[src/hdl/flr_pkg.sv]
package flr_pkg;

  localparam int MAX_LABELS = 1024;
  localparam int RAW_W = 32;
  localparam int KEY_W = RAW_W - 1;
  localparam int DENSE_W = 11;
  localparam int CNT_W = $clog2(MAX_LABELS + 1);
  localparam int ADDR_W = (MAX_LABELS > 1) ? $clog2(MAX_LABELS) : 1;

  typedef enum logic [2:0] {
    RES_NONE,
    RES_ZERO,
    RES_HIT,
    RES_NEW,
    RES_OVF
  } res_kind_t;

  typedef struct packed {
    logic      load;
    logic      scan;
    res_kind_t finish;
  } flr_cmd_t;

  typedef struct packed {
    logic positive;
    logic hit;
    logic exhausted;
    logic full;
  } flr_status_t;

endpackage

[src/hdl/flr_ctrl.sv]
module flr_ctrl
  import flr_pkg::*;
(
  input  logic        clk,
  input  logic        rst,
  input  logic        start,
  input  flr_status_t status,
  output flr_cmd_t    cmd,
  output logic        busy
);

  typedef enum logic {
    ST_IDLE,
    ST_SCAN
  } state_t;

  state_t state;

  always_comb begin
    cmd = '{load: 1'b0, scan: 1'b0, finish: RES_NONE};
    unique case (state)
      ST_IDLE: begin
        cmd.load = start;
      end
      ST_SCAN: begin
        cmd.scan = 1'b1;
        priority if (!status.positive) begin
          cmd.finish = RES_ZERO;
        end else if (status.hit) begin
          cmd.finish = RES_HIT;
        end else if (status.exhausted) begin
          cmd.finish = status.full ? RES_OVF : RES_NEW;
        end else begin
          cmd.finish = RES_NONE;
        end
      end
      default: begin
        cmd = '{load: 1'b0, scan: 1'b0, finish: RES_NONE};
      end
    endcase
  end

  always_ff @(posedge clk) begin
    if (rst) begin
      state <= ST_IDLE;
      busy  <= 1'b0;
    end else begin
      unique case (state)
        ST_IDLE: begin
          if (start) begin
            state <= ST_SCAN;
            busy  <= 1'b1;
          end
        end
        ST_SCAN: begin
          if (cmd.finish != RES_NONE) begin
            state <= ST_IDLE;
            busy  <= 1'b0;
          end
        end
        default: begin
          state <= ST_IDLE;
          busy  <= 1'b0;
        end
      endcase
    end
  end

  assert property (@(posedge clk) disable iff (rst) (start && !busy) |=> busy)
    else $error("Accepted transaction did not raise busy.");

  assert property (@(posedge clk) disable iff (rst) busy |-> (state == ST_SCAN))
    else $error("Busy disagrees with controller state.");

  assert property (@(posedge clk) disable iff (rst)
    (cmd.finish != RES_NONE) |=> !busy)
    else $error("Busy did not drop after a finished transaction.");

endmodule

[config.mk]
export PLATFORM = sky130hd
export DESIGN_NAME = flr_ctrl
export DESIGN_NICKNAME = d
export VERILOG_FILES = /design/src/hdl/flr_pkg.sv /design/src/hdl/flr_ctrl.sv
export SDC_FILE = /design/constraint.sdc
export NUM_CORES = 1
export LEC_CHECK = 0
export ABC_AREA = 1
export BUFFER_PORTS_ARGS = -buffer_cell sky130_fd_sc_hd__buf_2
export CAP_MARGIN = 15
export CORE_AREA = 2 2 39 41
export CTS_CLUSTER_SIZE = 10
export DETAILED_ROUTE_END_ITERATION = 7
export DIE_AREA = 0 0 41 43
export GPL_ROUTABILITY_DRIVEN = 0
export MAX_ROUTING_LAYER = met4
export SLEW_MARGIN = 20
export SYNTH_ARGS = -nofsm -noshare
export SYNTH_HDL_FRONTEND = slang
export SYNTH_SLANG_ARGS = --single-unit
[constraint.sdc]
create_clock -name clk -period 1.15 [get_ports clk]
set_input_delay 0.115 -clock clk [delete_from_list [all_inputs] [get_ports clk]]
set_output_delay 0.115 -clock clk [all_outputs]
set_load 0.01 [all_outputs]
==> impl_metrics.env, run 1 <==
export IMPL_status="finished clean"
export IMPL_tightest_slew_ps=152
export IMPL_rsz0062_at_grt="false"
export IMPL_grt_pass1_wl_um=565
export IMPL_ys_seq_area_share_pct=28.3
export IMPL_layout_common_cells="buf_2 (12), inv_1 (5), nor3_1 (3), clkbuf_4 (3)"
export IMPL_reg2reg_from="state$_SDFF_PP0_"
export IMPL_seqCellArea_um2=43.8
export IMPL_period_minus_slack_ps=1050
export IMPL_synth_seq_cells=2
export IMPL_worstRegToRegCells=3
export IMPL_htree_levels=1
export IMPL_post_cts_buffers=0
export IMPL_hpwl_um=308
export IMPL_fin_area_um2=245
export IMPL_r2r_end="state$_SDFF_PP0_"
export IMPL_hp_class="input pin to flip-flop"
export IMPL_p_leak_nw=0.133
export IMPL_setup_ws_ps=104
export IMPL_syn_avg_cell_area_um2=6.73
export IMPL_r2r_setup_slack_ps=400
export IMPL_critical_path_class="flip-flop to primary output"
export IMPL_powerDensity_nw_per_um2=1210
export IMPL_clk_pin_slew_ps=30
export IMPL_post_route_period_util_pct=91.0
export IMPL_final_nets=44
export IMPL_syn_area_um2=141
export IMPL_numCtsBuffers=3
export IMPL_drive_gt1_share_pct=57.1
export IMPL_critPathArrivalTime_ps=930
export IMPL_core_area_um2=1380
export IMPL_dr_pass1_iters=1
export IMPL_io_buffers=12
export IMPL_fillCellCount=164
export IMPL_cts_tree="built"
export IMPL_diodes=0
export IMPL_clk_path_buf_depth=2
export IMPL_die_x_um=41
export IMPL_initialDrtViolationCount=0
export IMPL_fin_tns_setup_ps=0
export IMPL_start_kind="flip-flop"
export IMPL_mostFrequentLayoutCell="buf_2"
export IMPL_synth_warnings=0
export IMPL_worstPathMaxFanout=5
export IMPL_max_freq_ghz=0.956
export IMPL_min_to="state$_SDFF_PP0_"
export IMPL_drt_total_wl_um=376
export IMPL_grt_pass1_vias=147
export IMPL_io_pins=13
export IMPL_cts_sinks=2
export IMPL_die_area_um2=1760
export IMPL_dr_total_vias=175
export IMPL_hold_viol=0
export IMPL_finalSetupViolCount=0
export IMPL_report_final_slew_viol_count=0
export IMPL_antenna_found_initial=0
export IMPL_hold_start="rst"
export IMPL_clk_latency_ps=220
export IMPL_worstPathRequired_ps=1030
export IMPL_cts_root_buf="clkbuf_4"
export IMPL_multiInputGateArea_um2=76.3
export IMPL_holdBufCountCts=0
export IMPL_rows=14
export IMPL_whs_ps=67.1
export IMPL_grt_max_degree=6
export IMPL_whs_path_depth=2
export IMPL_area_delta_synth_final_pct=73.5
export IMPL_fin_skew_ps=0.340
export IMPL_wl_per_cell_um=7.37
export IMPL_die_h_um=43
export IMPL_grtUsageTotal_pct=5.64
export IMPL_placed_area_um2=214
export IMPL_max_cap_viol_count=0
export IMPL_detail_route_antenna_nets=0
export IMPL_slew_headroom_pct=89.9
export IMPL_yosysUniqueCellTypes=10
export IMPL_viasPerCell=3.43
export IMPL_grt_ovfl_total=0
export IMPL_dp_slack_ps=198
export IMPL_post_route_drc_count=0
export IMPL_cp_end_kind="primary output"
export IMPL_syn_inst=21
export IMPL_irDropWorstVdd_v=0.000214
export IMPL_initial_core_util_pct=10.2
export IMPL_syn_nets=28
## area by class of cell
class / instances / share of cell area (%)
Timing Repair Buffer: 12 / 24.5
Inverter: 6 / 9.18
Tap cell: 16 / 8.16
Clock buffer: 3 / 9.18
Sequential cell: 2 / 17.9
Multi-Input combinational cell: 12 / 31.1
## report_power, final
group | total [mW] | internal, mW | switching (mW) | leakage [nW]
combinational | 0.0624 | 0.0280 | 0.0344 | 0.102
sequential | 0.0827 | 0.0760 | 0.00662 | 0.0172
clock | 0.153 | 0.115 | 0.0378 | 0.0138
total | 0.298 | 0.219 | 0.0788 | 0.133
## worst max-delay path, stage by stage, from the launching register on
cell     delay, ps
dfxtp_4        370
nand3_1         70
nor3_1         120
buf_2          150
## kinds of logic after synthesis
kind of cell / Yosys count / synth area share, %
flip-flops: 2 / 28.3
AO/OA/AOI/OAI: 3 / 15.9
buffers and inverters: 7 / 21.2
AND/OR/NAND/NOR: 9 / 34.5
## repair_timing
action                     4_1_cts  5_1_grt
hold endpoints to repair         0        0
setup endpoints to repair        2        2
gates resized for setup          1        2
## sequential cells by signal, indices dropped and copies added, names as in the netlist
| name | cells |
|---|---|
| busy | 1 |
| state | 1 |
## synthesized netlist by cell type
cell type | instances | share of area, %
nor2_4 | 1 | 8.0
inv_1 | 5 | 13
a21oi_1 | 2 | 7.1
nor2_1 | 2 | 5.3
dfxtp_1 | 2 | 28
nand3_1 | 2 | 7.1
inv_2 | 1 | 2.7
a31oi_2 | 1 | 8.8
buf_4 | 1 | 5.3
nor3_1 | 4 | 14
## per-stage QoR
stage               instances  utilization [%]  total power [mW]
finish                     51             17.7             0.298
global route               51             17.7             0.339
CTS                        51             17.2             0.310
detailed placement         48             15.5             0.145
global placement           48             15.5             0.145
floorplan                  21                -             0.119
## routing by layer
layer / GRT usage [%] / share of wire, % / wire (µm) / vias to the layer above
li1: - / - / - / 96
met2: 5.00 / 33 / 125 / 14
met3: 3.14 / 19 / 71 / 2
met1: 6.67 / 43 / 162 / 63
met5: - / 0 / 0 / -
met4: 8.00 / 4.5 / 17 / 0
## how the worst max path moves through the flow
stage                startpoint  endpoint  slack (ps)
5_1_grt        state$_SDFF_PP0_    cmd[2]          20
6_report       state$_SDFF_PP0_    cmd[2]         100
3_5_place_dp   state$_SDFF_PP0_    cmd[1]         200
4_1_cts        state$_SDFF_PP0_    cmd[1]          30
3_3_place_gp   state$_SDFF_PP0_    cmd[2]         220
2_1_floorplan  state$_SDFF_PP0_    cmd[1]         260
Note: power is estimated with default switching activity, not from simulation.
==> run 2: changes to the inputs <==
Settings changed: ABC_AREA 1 to 0.
==> run 2 against run 1 <==
Area after synthesis grew 4.4%. Die area is the same. Clock skew grew 3.8 ps. Worst setup slack lost 41 ps. Sequential power shrank 3.1%. Hold slack is essentially flat. First-iteration DRC count grew 3. Critical path type unchanged. Highest routed layer is now met3.
==> impl_metrics.env, run 2 <==
export IMPL_reg_top3="busy: 1 flops, state: 1 flops"
export IMPL_dr_total_vias=172
export IMPL_die_h_um=43
export IMPL_critical_path_class="flip-flop to primary output"
export IMPL_worstPathMaxFanout=6
export IMPL_grt_ovfl_total=0
export IMPL_clk_latency_ps=220
export IMPL_cts_sinks=2
export IMPL_powerDensity_nw_per_um2=1160
export IMPL_grtUsageTotal_pct=5.33
export IMPL_antenna_found_initial=0
export IMPL_hold_viol=0
export IMPL_die_area_um2=1760
export IMPL_status="finished clean"
export IMPL_max_freq_ghz=0.920
export IMPL_max_cap_viol_count=0
export IMPL_yosys_top_cells_area="dfxtp_1 (27%), and4bb_2 (8.5%), nand4bb_1 (7.6%)"
export IMPL_clk_pin_slew_ps=30
export IMPL_ys_top_cells_by_count="a21oi_1 (2), dfxtp_1 (2)"
export IMPL_yosysTopAreaCell="dfxtp_1"
export IMPL_syn_inst=17
export IMPL_grt_max_degree=7
export IMPL_drt_total_wl_um=412
export IMPL_mostFrequentLayoutCell="buf_2"
export IMPL_cpPeakStageDelay_ps=380
export IMPL_final_nets=40
export IMPL_p_leak_nw=0.119
export IMPL_hpwl_um=320
export IMPL_initial_core_util_pct=10.7
export IMPL_die_x_um=41
export IMPL_yosysUniqueCellTypes=15
export IMPL_fin_cells=47
export IMPL_cts_root_buf="clkbuf_4"
export IMPL_report_final_slew_viol_count=0
export IMPL_fin_area_um2=243
export IMPL_cp_end_kind="primary output"
export IMPL_slew_headroom_pct=89.1
export IMPL_ys_seq_area_share_pct=27.1
export IMPL_cp_buffers_inverters=1
export IMPL_syn_avg_cell_area_um2=8.68
export IMPL_htree_levels=1
export IMPL_power_mw=0.283
export IMPL_placed_area_um2=220
export IMPL_path_cells="nand2_1 -> a21oi_1 -> buf_2"
export IMPL_synth_seq_cells=2
export IMPL_cts_tree="built"
export IMPL_worstPathRequired_ps=1030
export IMPL_critPathArrivalTime_ps=970
export IMPL_drive_gt1_share_pct=54.8
export IMPL_critPathTopFamily="flip-flops"
export IMPL_numCtsBuffers=3
export IMPL_whs_ps=67.0
export IMPL_initialDrtViolationCount=3
export IMPL_cts_resized_gates=0
export IMPL_start_kind="flip-flop"
export IMPL_core_area_um2=1380
export IMPL_diodes=0
export IMPL_rows=14
export IMPL_hp_class="input pin to flip-flop"
export IMPL_finalSetupViolCount=0
export IMPL_crit_slowest_cell="dfxtp_1"
export IMPL_tightest_slew_ps=164
export IMPL_clk_path_buf_depth=2
export IMPL_irDropWorstVdd_v=0.000590
export IMPL_rsz0062_at_grt="false"
export IMPL_post_route_drc_count=0
export IMPL_io_buffers=12
export IMPL_holdBufCountCts=0
export IMPL_synth_warnings=0
export IMPL_setup_ws_ps=62.6
export IMPL_synth_enable_flop_cells=0
export IMPL_r2r_setup_slack_ps=280
export IMPL_period_minus_slack_ps=1090
export IMPL_synthArstFlopShare_pct=0
export IMPL_syn_nets=24
export IMPL_ys_flop_type="dfxtp_1"
export IMPL_syn_area_um2=148
export IMPL_fin_tns_setup_ps=0
export IMPL_viasPerCell=3.66
export IMPL_wl_per_cell_um=8.77
export IMPL_area_delta_synth_final_pct=64.4
export IMPL_fin_skew_ps=4.11
export IMPL_dr_pass1_iters=4
export IMPL_dp_cells=44
export IMPL_finish_utilization_pct=17.5
export IMPL_fillCellCount=153
export IMPL_layout_common_cells="buf_2 (12), clkbuf_4 (3), a21oi_1 (2), dfxtp_1 (2)"
export IMPL_post_route_period_util_pct=94.6
export IMPL_detail_route_antenna_nets=0
export IMPL_grt_pass1_wl_um=621
export IMPL_synth_top_area_share_pct=27.1
export IMPL_io_pins=13
export IMPL_post_cts_buffers=0
export IMPL_grt_pass1_vias=148
export IMPL_dp_slack_ps=162
-- run 2: metal layers --
metal / wire length (µm) / track usage (%)
met5: 0 / -
met4: 0 / 0
met1: 222 / 7.96
met3: 67 / 3.14
met2: 122 / 6.56
-- run 2: final timing paths --
kind	start	to	depth (start not counted)
worst max-delay path	state$_SDFF_PP0_	cmd[1]	3
worst min-delay path	rst	busy$_SDFFE_PP0P_	2
worst max register to register	state$_SDFF_PP0_	state$_SDFF_PP0_	2
worst min register to register	busy$_SDFFE_PP0P_	busy$_SDFFE_PP0P_	2
-- run 2: kinds of logic after synthesis --
group | synth area share [%]
and+or+nand+nor | 41.5
DFF | 27.1
AOI/OAI and AO/OA | 23.7
buffers and inverters | 7.63
-- run 2: power by group --
part	switching, mW	internal (mW)	leakage [nW]	total, mW
Sequential	0.00488	0.0752	0.0166	0.0801
Combinational	0.0239	0.0275	0.0882	0.0514
Clock	0.0363	0.115	0.0138	0.151
-- run 2: area by class of cell --
type                            count  area, µm²  share of cell area, %
Multi-Input combinational cell     13       96.3                   39.7
Sequential cell                     2       40.0                   16.5
Inverter                            1       3.75                   1.55
Clock buffer                        3       22.5                   9.28
Tap cell                           16       20.0                   8.25
Timing Repair Buffer               12       60.1                   24.7
-- run 2: worst reg2reg max path, cell delays in order (launching register included) --
cell and delay, ps:
dfxtp_1 340, and4bb_2 240, o21ba_2 190
==> run 3: changes to the inputs <==
--- a/config.mk
+++ b/config.mk
@@ -15,4 +15,5 @@
 export GPL_ROUTABILITY_DRIVEN = 0
 export MAX_ROUTING_LAYER = met4
+export PLACE_DENSITY = 0.3
 export SLEW_MARGIN = 20
 export SYNTH_ARGS = -nofsm -noshare
==> constraint.sdc (replaced) <==
create_clock -name clk -period 1.15 [get_ports clk]
set_input_delay 0.115 -clock clk [delete_from_list [all_inputs] [get_ports clk]]
set_output_delay 0.115 -clock clk [all_outputs]
set_load 0.05 [all_outputs]
==> run 3 against run 2 <==
Critical endpoint unchanged. Sequential share of layout area fell by 0.94 points. Register-to-register slack barely moved. Via count rose by 2.9%. Worst setup slack improved by 4.3 ps. Core utilization rose by 2.8 points. Total power rose by 16%. Critical path type unchanged. Routed wire length rose by 4.9%. Largest power group unchanged. Die area did not move. Largest cell class unchanged. Cell count rose by 2.1%. Global-route usage rose by 0.51 points. Highest routed layer unchanged.
==> impl_metrics.env, run 3 (same netlist as run 2, synthesis figures left out) <==
export IMPL_grt_ovfl_total=0
export IMPL_layout_common_cells="buf_2 (9), clkbuf_4 (4), buf_6 (2)"
export IMPL_post_cts_buffers=0
export IMPL_mostFrequentLayoutCell="buf_2"
export IMPL_tightest_slew_ps=247
export IMPL_viasPerCell=3.69
export IMPL_die_h_um=43
export IMPL_rows=14
export IMPL_busiest_layer="met2"
export IMPL_grt_met2_usage_pct=7.19
export IMPL_cts_root_buf="clkbuf_4"
export IMPL_cts_tree="built"
export IMPL_critPathArrivalTime_ps=970
export IMPL_worstPathMaxFanout=6
export IMPL_grtUsageTotal_pct=5.85
export IMPL_clk_path_buf_depth=2
export IMPL_die_area_um2=1760
export IMPL_dr_pass1_iters=2
export IMPL_critical_path_class="flip-flop to primary output"
export IMPL_fin_skew_ps=2.63
export IMPL_slew_headroom_pct=83.6
export IMPL_initialDrtViolationCount=1
export IMPL_worstPathRequired_ps=1030
export IMPL_irDropWorstVdd_v=0.000273
export IMPL_crit_slowest_cell="dfxtp_4"
export IMPL_detail_route_antenna_nets=0
export IMPL_grt_pass1_vias=167
export IMPL_fin_cells=48
export IMPL_clk_latency_ps=220
export IMPL_path_cells="nand2_1 -> a21oi_2 -> buf_6"
export IMPL_fin_area_um2=282
export IMPL_grt_pass1_wl_um=621
export IMPL_reg_top3="busy: 1 flops, state: 1 flops"
export IMPL_use_met1_pct=6.05
export IMPL_period_minus_slack_ps=1080
export IMPL_clk_pin_slew_ps=30
export IMPL_finish_utilization_pct=20.3
export IMPL_holdBufCountCts=0
export IMPL_grt_max_degree=7
export IMPL_drt_total_wl_um=432
export IMPL_drive_gt1_share_pct=71.9
export IMPL_dr_total_vias=177
export IMPL_status="finished clean"
export IMPL_start_kind="flip-flop"
export IMPL_power_mw=0.327
export IMPL_hp_class="input pin to flip-flop"
export IMPL_cts_sinks=2
export IMPL_p_leak_nw=0.126
export IMPL_cp_buffers_inverters=1
export IMPL_max_cap_viol_count=0
export IMPL_numCtsBuffers=3
export IMPL_die_x_um=41
export IMPL_final_nets=41
export IMPL_hold_viol=0
export IMPL_cpPeakStageDelay_ps=360
export IMPL_critPathTopFamily="flip-flops"
export IMPL_area_delta_synth_final_pct=90.7
export IMPL_report_final_slew_viol_count=0
export IMPL_finalSetupViolCount=0
export IMPL_io_pins=13
export IMPL_fin_tns_setup_ps=0
export IMPL_io_buffers=12
export IMPL_initial_core_util_pct=10.7
export IMPL_dp_cells=45
export IMPL_cp_end_kind="primary output"
export IMPL_powerDensity_nw_per_um2=1160
export IMPL_placed_area_um2=240
export IMPL_core_area_um2=1380
export IMPL_max_freq_ghz=0.923
export IMPL_post_route_drc_count=0
export IMPL_diodes=0
export IMPL_antenna_found_initial=0
export IMPL_htree_levels=1
export IMPL_rsz0062_at_grt="false"
export IMPL_post_route_period_util_pct=94.2
export IMPL_wl_per_cell_um=9.00
export IMPL_use_met3_pct=3.14
[run 3: cell types whose count changed in the layout (fill, tap and decap cells not counted)]
cell,change
buf_2,-3
buf_6,+2
a21boi_1,-1
a21boi_2,+1
a21oi_1,-1
a21oi_2,+1
buf_4,+1
clkbuf_4,+1
dfxtp_1,-1
dfxtp_4,+1
nor2_1,-1
nor2_2,+1
nor2b_1,-1
nor2b_2,+1
[run 3: final timing paths]
kind                                         from                end  slack (ps)  depth (start not counted)
worst min register to register  busy$_SDFFE_PP0P_  busy$_SDFFE_PP0P_         520                          2
worst min-delay path                          rst  busy$_SDFFE_PP0P_          50                          2
worst max-delay path             state$_SDFF_PP0_             cmd[1]          70                          3
worst max register to register   state$_SDFF_PP0_   state$_SDFF_PP0_         280                          2
[run 3: final cells by class]
class | count | area (µm²)
fill | 157 | 1100
multi-input combinational | 13 | 109
timing repair buffer | 13 | 82.6
sequential | 2 | 43.8
clock buffer | 3 | 22.5
tap | 16 | 20.0
inverter | 1 | 3.75
[run 3: stage by stage]
stage	hold slack (ps)	setup WS [ps]
after floorplan	184	52.7
after global placement	283	48.3
after detailed placement	284	35.6
after CTS	41.5	15.9
after global routing	59.1	4.30
final	51.2	66.9
[run 3: worst register-to-register path: cells and delay by family (launching register included)]
family / cells / cell delay [ps]
compound gates: 1 / 180
flops: 1 / 350
simple gates: 1 / 230
[run 3: layer usage]
| metal | vias up | wire length (µm) | share of wire [%] |
|---|---|---|---|
| met5 | - | 0 | 0 |
| met4 | 0 | 0 | 0 |
| met3 | 0 | 65 | 15 |
| met2 | 13 | 171 | 40 |
| met1 | 73 | 195 | 45 |
| li1 | 91 | - | - |
[run 3: repair_timing]
action	in CTS	in global routing
gates resized for setup	3	4
setup endpoints to repair	3	3
pin swaps	0	0
[run 3: report_power, final]
group,internal (mW),total [mW],switching [mW]
clock,0.115,0.154,0.0390
combinational,0.0340,0.0931,0.0591
sequential,0.0745,0.0800,0.00552
total,0.224,0.327,0.104
